==> config.mk <==
export PLATFORM = sky130hd
export DESIGN_NAME = gamepad_serial_port_pair_top
export DESIGN_NICKNAME = d
export VERILOG_FILES = /design/src/rtl/core/gsp_pkg.sv /design/src/rtl/core/gamepad_serial_port_pair_top.sv
export SDC_FILE = /design/constraint.sdc
export NUM_CORES = 1
export LEC_CHECK = 0
export BUFFER_PORTS_ARGS = -buffer_cell sky130_fd_sc_hd__buf_4
export CAP_MARGIN = 20
export CELL_PAD_IN_SITES_DETAIL_PLACEMENT = 0
export CELL_PAD_IN_SITES_GLOBAL_PLACEMENT = 1
export CORE_MARGIN = 2
export CORE_UTILIZATION = 48
export CTS_BUF_LIST = sky130_fd_sc_hd__clkbuf_8
export DETAILED_ROUTE_END_ITERATION = 7
export PLACE_DENSITY_LB_ADDON = 0.1
export SLEW_MARGIN = 20
export SYNTH_ARGS = -nofsm -noshare
export SYNTH_HDL_FRONTEND = slang
export SYNTH_SLANG_ARGS = --single-unit
export TNS_END_PERCENT = 50
==> constraint.sdc <==
create_clock -name clk -period 4.3 [get_ports clk]
set_clock_uncertainty 0.1 [all_clocks]
set_input_delay 0 -clock clk [delete_from_list [all_inputs] [get_ports clk]]
set_output_delay 0 -clock clk [all_outputs]
set_load 0.02 [all_outputs]
==> src/rtl/core/gsp_pkg.sv <==
// ----------------------------------------------------------------------------
// gsp_pkg
// Shared types and constants for the gamepad serial port pair.
// ----------------------------------------------------------------------------
`default_nettype none

package gsp_pkg;

  // Operation codes carried by each input word
  typedef enum logic [1:0] {
    OP_READ   = 2'd0,
    OP_STROBE = 2'd1,
    OP_LOAD   = 2'd2
  } op_t;

  // Configuration register indexes
  typedef enum logic [1:0] {
    CFG_MULTITAP = 2'd0,
    CFG_EXPANSION = 2'd1,
    CFG_MIC = 2'd2
  } cfg_idx_t;

  localparam int unsigned PORT_CNT_W = 5;
  localparam int unsigned ADPT_CNT_W = 4;

  // Port counters stop here instead of wrapping
  localparam logic [PORT_CNT_W-1:0] PORT_CNT_MAX  = 5'd20;
  // Port bit positions where the second pad and the tail start
  localparam logic [PORT_CNT_W-1:0] PORT_HI_START = 5'd8;
  localparam logic [PORT_CNT_W-1:0] PORT_TAIL     = 5'd16;
  // Multitap signature sits at this count minus the port number
  localparam logic [PORT_CNT_W-1:0] SIG_BASE      = 5'd19;
  // Count after read at which port two shows its Start bit
  localparam logic [PORT_CNT_W-1:0] START_POS     = 5'd4;
  // Adapter counters stop here; bit one then reads one
  localparam logic [ADPT_CNT_W-1:0] ADPT_CNT_MAX  = 4'd8;
  // Start button within a pad byte
  localparam int unsigned START_BIT = 3;

endpackage : gsp_pkg

`default_nettype wire

==> src/rtl/core/gamepad_serial_port_pair_top.sv <==
// A read word moves from the input register into the result register.
// Throughput: one word per cycle of every kind while reads are not stalled.
// The input register feeds the result register through one level of logic;
// a stalled result holds only a read waiting behind it.
// Reset: rst is synchronous, active high; it clears pads, counters, strobe,
// microphone toggle and the configuration registers.
// ----------------------------------------------------------------------------
// gamepad_serial_port_pair_top
// Two controller serial ports: pad button shift-out, multitap signature,
// expansion adapter stream on bit one and microphone toggle on bit two.
// ----------------------------------------------------------------------------
`default_nettype none

module gamepad_serial_port_pair_top
  import gsp_pkg::*;
(
  input  wire logic        clk,
  input  wire logic        rst,
  // input word channel
  input  wire logic        item_valid,
  output      logic        item_stall,
  input  wire logic [1:0]  operation,
  input  wire logic        port_select,
  input  wire logic [2:0]  strobe_value,
  input  wire logic [31:0] pad_word,
  input  wire logic [1:0]  open_bus,
  // result word channel
  output      logic        result_valid,
  input  wire logic        result_stall,
  output      logic [7:0]  read_data,
  // configuration write channel
  input  wire logic        cfg_valid,
  output      logic        cfg_ready,
  input  wire logic [1:0]  cfg_index,
  input  wire logic        cfg_data
);

  // configuration
  logic multitap_attached;
  logic expansion_four_player;
  logic mic_replaces_start;

  // block state
  logic [31:0]           pad_buttons;
  logic [PORT_CNT_W-1:0] port_cnt [2];
  logic [ADPT_CNT_W-1:0] adapter_cnt [2];
  logic                  last_strobe;
  logic                  mic_toggle;

  // input register
  logic        s1_valid;
  logic [1:0]  s1_op;
  logic        s1_port;
  logic        s1_strobe;
  logic [31:0] s1_word;
  logic [1:0]  s1_bus;

  // next-state and result logic
  logic                  s1_go;
  logic                  s1_read;
  logic                  out_free;
  logic                  accept;
  logic [PORT_CNT_W-1:0] port_cnt_next;
  logic [ADPT_CNT_W-1:0] adapter_cnt_next;
  logic                  mic_toggle_next;
  logic [7:0]            read_data_next;

  assign cfg_ready = 1'b1;

  // Move the input word on when it needs no output slot or one is free
  assign out_free   = !result_valid || !result_stall;
  assign s1_read    = (s1_op == OP_READ);
  assign s1_go      = s1_valid && (!s1_read || out_free);
  assign item_stall = s1_valid && !s1_go;
  assign accept     = item_valid && !item_stall;

  // Build the read result and the counter updates for the selected port
  always_comb begin
    logic [PORT_CNT_W-1:0] n;
    logic [ADPT_CNT_W-1:0] m;
    logic [7:0]            pad_lo;
    logic [7:0]            pad_hi;
    logic                  sbit;
    logic                  abit;
    logic                  mbit;
    n      = port_cnt[s1_port];
    m      = adapter_cnt[s1_port];
    pad_lo = s1_port ? pad_buttons[15:8]  : pad_buttons[7:0];
    pad_hi = s1_port ? pad_buttons[31:24] : pad_buttons[23:16];

    // serial pad bit
    if (n >= PORT_TAIL) begin
      sbit = 1'b0;
    end else if (n >= PORT_HI_START) begin
      sbit = pad_hi[n[2:0]];
    end else begin
      sbit = pad_lo[n[2:0]];
    end
    if (!multitap_attached) begin
      if (n >= PORT_HI_START) sbit = 1'b1;
    end else if (n == (SIG_BASE - {{(PORT_CNT_W-1){1'b0}}, s1_port})) begin
      sbit = 1'b1;
    end
    port_cnt_next = (n < PORT_CNT_MAX) ? n + 1'b1 : n;

    // mask port two Start in microphone mode
    if (mic_replaces_start && s1_port && (port_cnt_next == START_POS)) begin
      sbit = 1'b0;
    end

    // expansion adapter stream
    abit             = 1'b0;
    adapter_cnt_next = m;
    if (expansion_four_player) begin
      if (m >= ADPT_CNT_MAX) begin
        abit = 1'b1;
      end else begin
        abit             = pad_hi[m[2:0]];
        adapter_cnt_next = m + 1'b1;
      end
    end

    // microphone toggle follows pad two Start
    mbit            = 1'b0;
    mic_toggle_next = mic_toggle;
    if (mic_replaces_start) begin
      if (pad_buttons[8 + START_BIT]) begin
        mic_toggle_next = !mic_toggle;
        mbit            = !mic_toggle;
      end else begin
        mic_toggle_next = 1'b0;
      end
    end

    read_data_next = {s1_bus, 3'b000, mbit, abit, sbit};
  end

  // Hold control, configuration and block state
  always_ff @(posedge clk) begin
    if (rst) begin
      s1_valid              <= 1'b0;
      result_valid          <= 1'b0;
      multitap_attached     <= 1'b0;
      expansion_four_player <= 1'b0;
      mic_replaces_start    <= 1'b0;
      pad_buttons           <= '0;
      port_cnt[0]           <= '0;
      port_cnt[1]           <= '0;
      adapter_cnt[0]        <= '0;
      adapter_cnt[1]        <= '0;
      last_strobe           <= 1'b0;
      mic_toggle            <= 1'b0;
    end else begin
      // configuration writes
      if (cfg_valid && cfg_ready) begin
        case (cfg_index)
          CFG_MULTITAP:  multitap_attached     <= cfg_data;
          CFG_EXPANSION: expansion_four_player <= cfg_data;
          CFG_MIC:       mic_replaces_start    <= cfg_data;
          default: ;
        endcase
      end

      // input register occupancy
      if (accept) begin
        s1_valid <= 1'b1;
      end else if (s1_go) begin
        s1_valid <= 1'b0;
      end

      // result register occupancy
      if (s1_go && s1_read) begin
        result_valid <= 1'b1;
      end else if (!result_stall) begin
        result_valid <= 1'b0;
      end

      // apply the word leaving the input register
      if (s1_go) begin
        case (s1_op)
          OP_READ: begin
            port_cnt[s1_port]    <= port_cnt_next;
            adapter_cnt[s1_port] <= adapter_cnt_next;
            mic_toggle           <= mic_toggle_next;
          end
          OP_STROBE: begin
            if (last_strobe && !s1_strobe) begin
              port_cnt[0]    <= '0;
              port_cnt[1]    <= '0;
              adapter_cnt[0] <= '0;
              adapter_cnt[1] <= '0;
            end
            last_strobe <= s1_strobe;
          end
          OP_LOAD: begin
            pad_buttons <= s1_word;
          end
          default: ;
        endcase
      end
    end
  end

  // Capture payloads
  always_ff @(posedge clk) begin
    if (accept) begin
      s1_op     <= operation;
      s1_port   <= port_select;
      s1_strobe <= strobe_value[0];
      s1_word   <= pad_word;
      s1_bus    <= open_bus;
    end
    if (s1_go && s1_read) begin
      read_data <= read_data_next;
    end
  end

endmodule : gamepad_serial_port_pair_top

`default_nettype wire

## After elaboration in Yosys (flattened, before gate mapping)

Memories as Yosys holds them, arrays and structs flattened. A register that Yosys moved wholly into a read port is not among the register bits.
Cells that the tools add are included.

| operators by class | value |
|---|---|
| $add $sub $neg | 3 |
| order comparisons | 6 |
| equal/unequal tests | 7 |
| multiplexer cells | 45 |
| bitwise gates (word level) | 4 |
| reductions and logical operators | 27 |

Operators with widths:

| kind | number |
|---|---|
| 2-to-1 mux 1 bit | 31 |
| 2-to-1 mux 4 bit | 5 |
| 2-to-1 mux 5 bit | 4 |
| 2-to-1 mux 8 bit | 2 |
| AND reduction 2 bit | 5 |
| binary-select mux 1 bit (select 3 bit) | 3 |
| less-than comparator 3 x 4 -> 1 bit, second input constant | 2 |
| logical AND 1 bit | 7 |
| zero test 1 bit | 7 |
| adder 5 x 1 -> 5 bit, second input constant | 1 |
| equality test 5 x 3 -> 1 bit, second input constant | 1 |
| equality test 5 bit | 1 |
| >= comparator 5 x 4 -> 1 bit, second input constant | 1 |
| >= comparator 5 bit, second input constant | 1 |
| less-than comparator 5 bit, second input constant | 1 |
| OR reduction 5 bit | 1 |
| subtractor 5 x 1 -> 5 bit, first input constant | 1 |
| adder 4 x 1 -> 4 bit, second input constant | 1 |
| equality test 2 x 1 -> 1 bit, second input constant | 2 |
| equality test 2 bit, second input constant | 2 |
| >= comparator 4 bit, second input constant | 1 |
| zero test 2 bit | 2 |
| bitwise OR 1 bit | 4 |
| OR reduction 4 bit | 1 |
| 4 further kinds | 5 |

| storage, ports and cells | value |
|---|---|
| register bits | 82 |
| memory bits (writable) | 18 |
| input port bits | 48 |
| output and inout port bits | 11 |
| word-level logic and storage cells | 111 |
| memories | 2 |

Memories:

| name | depth | bits a word | read ports | clocked after Yosys merged registers in | wr ports | line | text |
|---|---|---|---|---|---|---|---|
| port_cnt | 2 | 5 | 1 | 1 | 2 | gamepad_serial_port_pair_top.sv:45 | `logic [PORT_CNT_W-1:0] port_cnt [2];` |
| adapter_cnt | 2 | 4 | 1 | 1 | 2 | gamepad_serial_port_pair_top.sv:46 | `logic [ADPT_CNT_W-1:0] adapter_cnt [2];` |

## Depth between registers and ports, before layout

Gate-level depths: netlist of the first run.

| depth | value |
|---|---|
| depth in word-level cells | 9 |
| depth in mapped cells | 9 |
| mapped depth without buffers | 7 |

## Least setup slack after synthesis of the first run

Ideal clock, no wire load.

| path | value |
|---|---|
| path type | flip-flop to flip-flop |
| start | register s1_op[0] |
| end | register (tool-made name) |
| arrival time | 2858 ps |
| path slack | 1221 ps |
| cell stages (with the launch flop) | 5 |
| period minus slack after synthesis | 3079 ps |
| path through | edfxtp_1 -> or3b_1 -> nor2_1 -> nor2b_1 -> mux2_2 |

RTL lines:

| item | line | text |
|---|---|---|
| start, declared | gamepad_serial_port_pair_top.sv:52 | `logic [1:0] s1_op;` |
| start signal, assigned | gamepad_serial_port_pair_top.sv:207 | `s1_op <= operation;` |

==> results of run 1 <==
[cell families (layout without fill, tap and decap cells)]
logic type | count (synthesis) | count (layout) | synth area share (%)
and+or+nand+nor | 126 | 126 | 12.5
DFF | 101 | 101 | 61.3
AOI/OAI and AO/OA | 52 | 52 | 6.94
muxes | 38 | 38 | 13.1
buffers and inverters | 30 | 124 | 3.64
xor gates and xnor gates | 6 | 6 | 1.22
adders and majority gates | 4 | 4 | 1.17
other | 2 | 4 | 0.175
[worst paths after layout]
kind,start,endpoint,cells past startpoint,slack [ns]
max,flop,read_data[0],7,1.59
min,pad_word[6],s1_word[6],2,0.24
max reg2reg,flop,read_data[0],7,1.59
min reg2reg,s1_bus[1],read_data[7],0,0.33
[layout make-up]
class	count	share of cell area (%)
Multi-Input combinational cell	230	28.1
Clock buffer	10	2.54
Timing Repair Buffer	100	16.0
Tap cell	108	2.49
Sequential cell	101	48.5
Inverter	8	0.554
Clock inverter	6	1.71
[flip-flops by register name, indices dropped and copies added, names as in the netlist, named ones only]
| signal | count |
|---|---|
| pad_buttons | 32 |
| read_data | 5 |
| result_valid | 1 |
| s1_port | 1 |
| mic_replaces_start | 1 |
| port_cnt | 10 |
| s1_op | 2 |
| s1_word | 32 |
| adapter_cnt | 8 |
| s1_strobe | 1 |
| last_strobe | 1 |
| s1_valid | 1 |
| mic_toggle | 1 |
| expansion_four_player | 1 |
| multitap_attached | 1 |
| s1_bus | 2 |
[layout by cell type, fill, tap and decap left out, drive strengths merged, types with 5 or more instances in the layout]
cell type / synthesis / routed
mux4: 9 / 9
clkbuf: 12 / 10
xnor2: 5 / 5
a21oi: 37 / 37
inv: 8 / 10
mux2i: 27 / 27
buf: 10 / 53
dlygate4sd3: 0 / 47
edfxtp: 61 / 61
nand2: 77 / 77
dfxtp: 40 / 40
nor2: 31 / 31
[power by group]
group          internal [W]  switching, W  leakage [nW]
combinational      0.000101     0.0000907          1.03
clock              0.000348      0.000329         0.110
sequential          0.00106     0.0000196         0.928
[timing repair]
action | 4_1_cts | 5_1_grt
hold endpoints to repair | 77 | 0
hold buffers | 47 | 0
endpoints found under the setup margin | 0 | 0
[routing by layer]
metal / routed length, um / up-vias / track usage, % / part of all wire, %
met3: 334 / 12 / 3.12 / 4.1
met1: 3750 / 1363 / 23.3 / 46
met4: 173 / 0 / 7.59 / 2.1
li1: - / 1440 / - / -
met5: 0 / - / 0 / 0
met2: 3910 / 63 / 29.3 / 48
[critical path, stage by stage (launching register included)]
cell and delay (ns):
dfxtp_1 0.32, buf_4 0.28, mux2i_4 0.72, mux2i_1 0.28
mux2i_1 0.09, mux4_2 0.51, nand2_1 0.09, a22oi_2 0.05
[through the flow]
step	util, %	instance area [um^2]	hold WS (ns)
global route	62.5	5420	0.232
finish	62.5	5420	0.244
floorplan	-	4300	-0.00113
detailed placement	54.4	4720	0.0793
CTS	62.5	5420	0.232
global placement	54.4	4720	0.0778
==> impl_metrics.yaml, run 1 <==
global_routing:
  grt_pass1_vias: 2854
  grt_max_degree: 43
  grt_pass1_wl_um: 13500
  gr-total-overflow: 0
  antenna_found_initial: 0
  track_usage_pct: 17.8
timing:
  min_period_ns: 2.71
  fin_crit_sh_pct: 63.0
  tightest_slew_ns: 1.04
  finalHoldViolations: 0
  setup_tns_ns: 0
  clock.fmax_ghz: 0.369
  rsz0062_at_grt: "no"
  setup_ws_ns: 1.59
  slew_headroom_pct: 30.5
  final_max_slew_viol_count: 0
  setup_viol: 0
hold_path:
  hold_class: "input pin to flop"
floorplan:
  fp.coreArea_mm2: 0.00868
  die_w_um: 98.6
  initial_utilization_pct: 49.5
  fp-row-count: 34
  io_pins: 59
  die_area_mm2: 0.00972
  die_height_um: 98.6
clocking:
  insertion_delay_ns: 0.36
  post_cts_buffers: 0
  htreeDepth: 3
  cts.sinks: 101
  post_cts_resized: 0
  cts_root_buf: "clkbuf_8"
  numCtsBuffers: 9
  clk_pin_slew_worst_paths_ns: 0.10
  clock_path_buffers: 2
  cts_tree: "yes"
yosys:
  synth_edf_count: 61
  synth_common_cells: "77 x nand2_1, 61 x edfxtp_1, 40 x dfxtp_1"
  synth_area_leaders: "edfxtp_1 43%, dfxtp_1 19%, nand2_1 6.7%, mux2i_1 5.4%, a21oi_1 4.2%"
  yosysWarnings: 0
  synth_seq_area_share_pct: 61.3
  async_reset_ff_share_pct: 0
  syn_inst: 359
  synth_top_area_share_pct: 42.7
  synth_ff_type: "edfxtp_1"
  ys_ff_latch: 101
  post-synth-top-count-cell: "nand2_1"
  syn-cell-area_mm2: 0.00429
  synth_largest_area_cell: "edfxtp_1"
  yosysUniqueCellTypes: 42
  syn_area_per_cell_um2: 12.0
power_and_ir_drop:
  powerDensity_mw_per_mm2: 360
  irDropWorstVdd_uv: 188
  fin_total_pwr_w: 0.00195
  p_leak_nw: 2.06
drt:
  firstDrtPassIters: 4
  drc_errors: 0
  drtIter0Drc: 83
  vias: 2878
  antenna_left: 0
  drt-total-wl_um: 8170
  wl_per_cell_um: 14.5
  vias_per_cell: 5.11
layout:
  areaGrowthSynthToFinish_pct: 26.3
  drive_above_1_share_pct: 18.9
  num-fill-cells: 711
  multiInputGateArea_mm2: 0.00153
  area.sequential_mm2: 0.00263
  final_cell_count_no_fill: 563
  n_antenna_cell: 0
  layout.nets: 502
setup_path:
  crit_type: "flop to flop"
  end_kind: "flop"
  arrival_ns: 2.71
  crit_path_max_fanout: 18
  cp-start-kind: "flop"
  cp.required_ns: 4.31
placement:
  hpwl_um: 5130
  port_buffers: 52
  place.gp.congestion: 0.800
  place_inst: 500
  dp_slack_ns: 1.57
outcome:
  status: "complete, no violations"
flow_run:
  cap_violations: 0
No activity file was read; power rests on OpenSTA's default activity.
==> run 2, diff against run 1 <==
==> constraint.sdc (replaced) <==
create_clock -name clk -period 2.6 [get_ports clk]
set_clock_uncertainty 0.1 [all_clocks]
set_input_delay 0 -clock clk [delete_from_list [all_inputs] [get_ports clk]]
set_output_delay 0 -clock clk [all_outputs]
set_load 0.02 [all_outputs]
==> impl_metrics.yaml, run 2 (synthesis results as in run 1) <==
outcome:
  status: "complete, no violations"
floorplan:
  die_area_mm2: 0.00972
  die_w_um: 98.6
  fp.coreArea_mm2: 0.00868
  fp-row-count: 34
  initial_utilization_pct: 49.5
  io_pins: 59
  die_height_um: 98.6
drt:
  vias: 2931
  vias_per_cell: 5.09
  drc_errors: 0
  drt-total-wl_um: 8320
  antenna_left: 0
  firstDrtPassIters: 4
  drtIter0Drc: 95
  wl_per_cell_um: 14.4
power_and_ir_drop:
  p_leak_nw: 2.12
  irDropWorstVdd_uv: 305
  powerDensity_mw_per_mm2: 573
timing:
  setup_viol: 0
  finalHoldViolations: 0
  clock.fmax_ghz: 0.412
  min_period_ns: 2.42
  slew_headroom_pct: 30.4
  setup_tns_ns: 0
  final_max_slew_viol_count: 0
  rsz0062_at_grt: "no"
  tightest_slew_ns: 1.04
  fin_crit_sh_pct: 93.3
  fin_hold_ws_ns: 0.247
setup_path:
  arrival_ns: 2.43
  cp-start-kind: "flop"
  cp.required_ns: 2.61
  crit_type: "flop to flop"
  crit_path_max_fanout: 14
  end_kind: "flop"
clocking:
  post_cts_buffers: 0
  clk_pin_slew_worst_paths_ns: 0.10
  cts.sinks: 101
  clock_path_buffers: 2
  numCtsBuffers: 9
  htreeDepth: 3
  cts_tree: "yes"
  cts_root_buf: "clkbuf_8"
  insertion_delay_ns: 0.36
global_routing:
  grt_pass1_wl_um: 13700
  antenna_found_initial: 0
  track_usage_pct: 18.0
  gr-total-overflow: 0
  grt_max_degree: 43
  grt_pass1_vias: 2869
layout:
  n_antenna_cell: 0
  drive_above_1_share_pct: 20.5
  largestRegisters: "pad_buttons (32), s1_word (32), port_cnt (10)"
  areaGrowthSynthToFinish_pct: 28.1
  final_cell_area_mm2: 0.00550
  final_common_cell: "nand2_1"
  layout.nets: 515
  utilization_pct: 63.4
  final_cell_mix: "77 x nand2_1, 63 x buf_4, 61 x edfxtp_1, 50 x dlygate4sd3_1, 40 x dfxtp_1"
  num-fill-cells: 716
flow_run:
  cap_violations: 0
hold_path:
  hold_class: "input pin to flop"
placement:
  port_buffers: 52
  place.gp.congestion: 0.782
  place_area_mm2: 0.00479
  hpwl_um: 5380
-- run 2: layout make-up --
class,count,area (um^2),area share [%]
Multi-Input combinational cell,230,1520,27.7
Inverter,8,30.0,0.546
Tap cell,108,135,2.46
Sequential cell,101,2630,47.9
Clock buffer,10,138,2.50
Clock inverter,6,70.1,1.27
Timing Repair Buffer,113,973,17.7
-- run 2: what timing repair did --
action | CTS | global route
hold buffers | 50 | 0
endpoints found under the hold margin | 73 | 0
resized for setup | 0 | 0
endpoints found under the setup margin | 0 | 0
-- run 2: path summary, 6_finish.rpt --
kind                 from            to  slack, ns  cells after the start
max                  flop  read_data[0]       0.18                      8
min          pad_word[27]   s1_word[27]       0.25                      2
max reg2reg          flop  read_data[0]       0.18                      8
min reg2reg     s1_bus[1]  read_data[7]       0.33                      0
-- run 2: per-stage QoR --
step / worst slack, ns / total power (W) / cells
floorplan: 0.255 / 0.00200 / 361
detailed placement: 0.193 / 0.00210 / 510
global route: 0.0523 / 0.00328 / 576
finish: 0.175 / 0.00315 / 576
global placement: 0.235 / 0.00210 / 510
CTS: 0.180 / 0.00318 / 576
-- run 2: critical path: stages (launching register included) --
cell and delay, ns:
dfxtp_1 0.41, buf_4 0.29, mux2i_4 0.40, inv_1 0.08
ha_1 0.22, inv_1 0.11, xnor2_1 0.08, nor4bb_1 0.34
a22oi_2 0.13
-- run 2: power by group --
part           internal (W)  total (W)  switching, W  leakage (nW)
combinational      0.000178   0.000331      0.000153          1.09
sequential          0.00176    0.00179     0.0000329         0.928
clock              0.000480    0.00102      0.000544         0.101
total               0.00242    0.00315      0.000731          2.12
-- run 2: metal layers --
metal	GRT usage [%]	part of all wire, %
met5	0	0
met4	6.95	1.4
met3	2.77	3.2
met2	29.1	48
met1	24.7	47
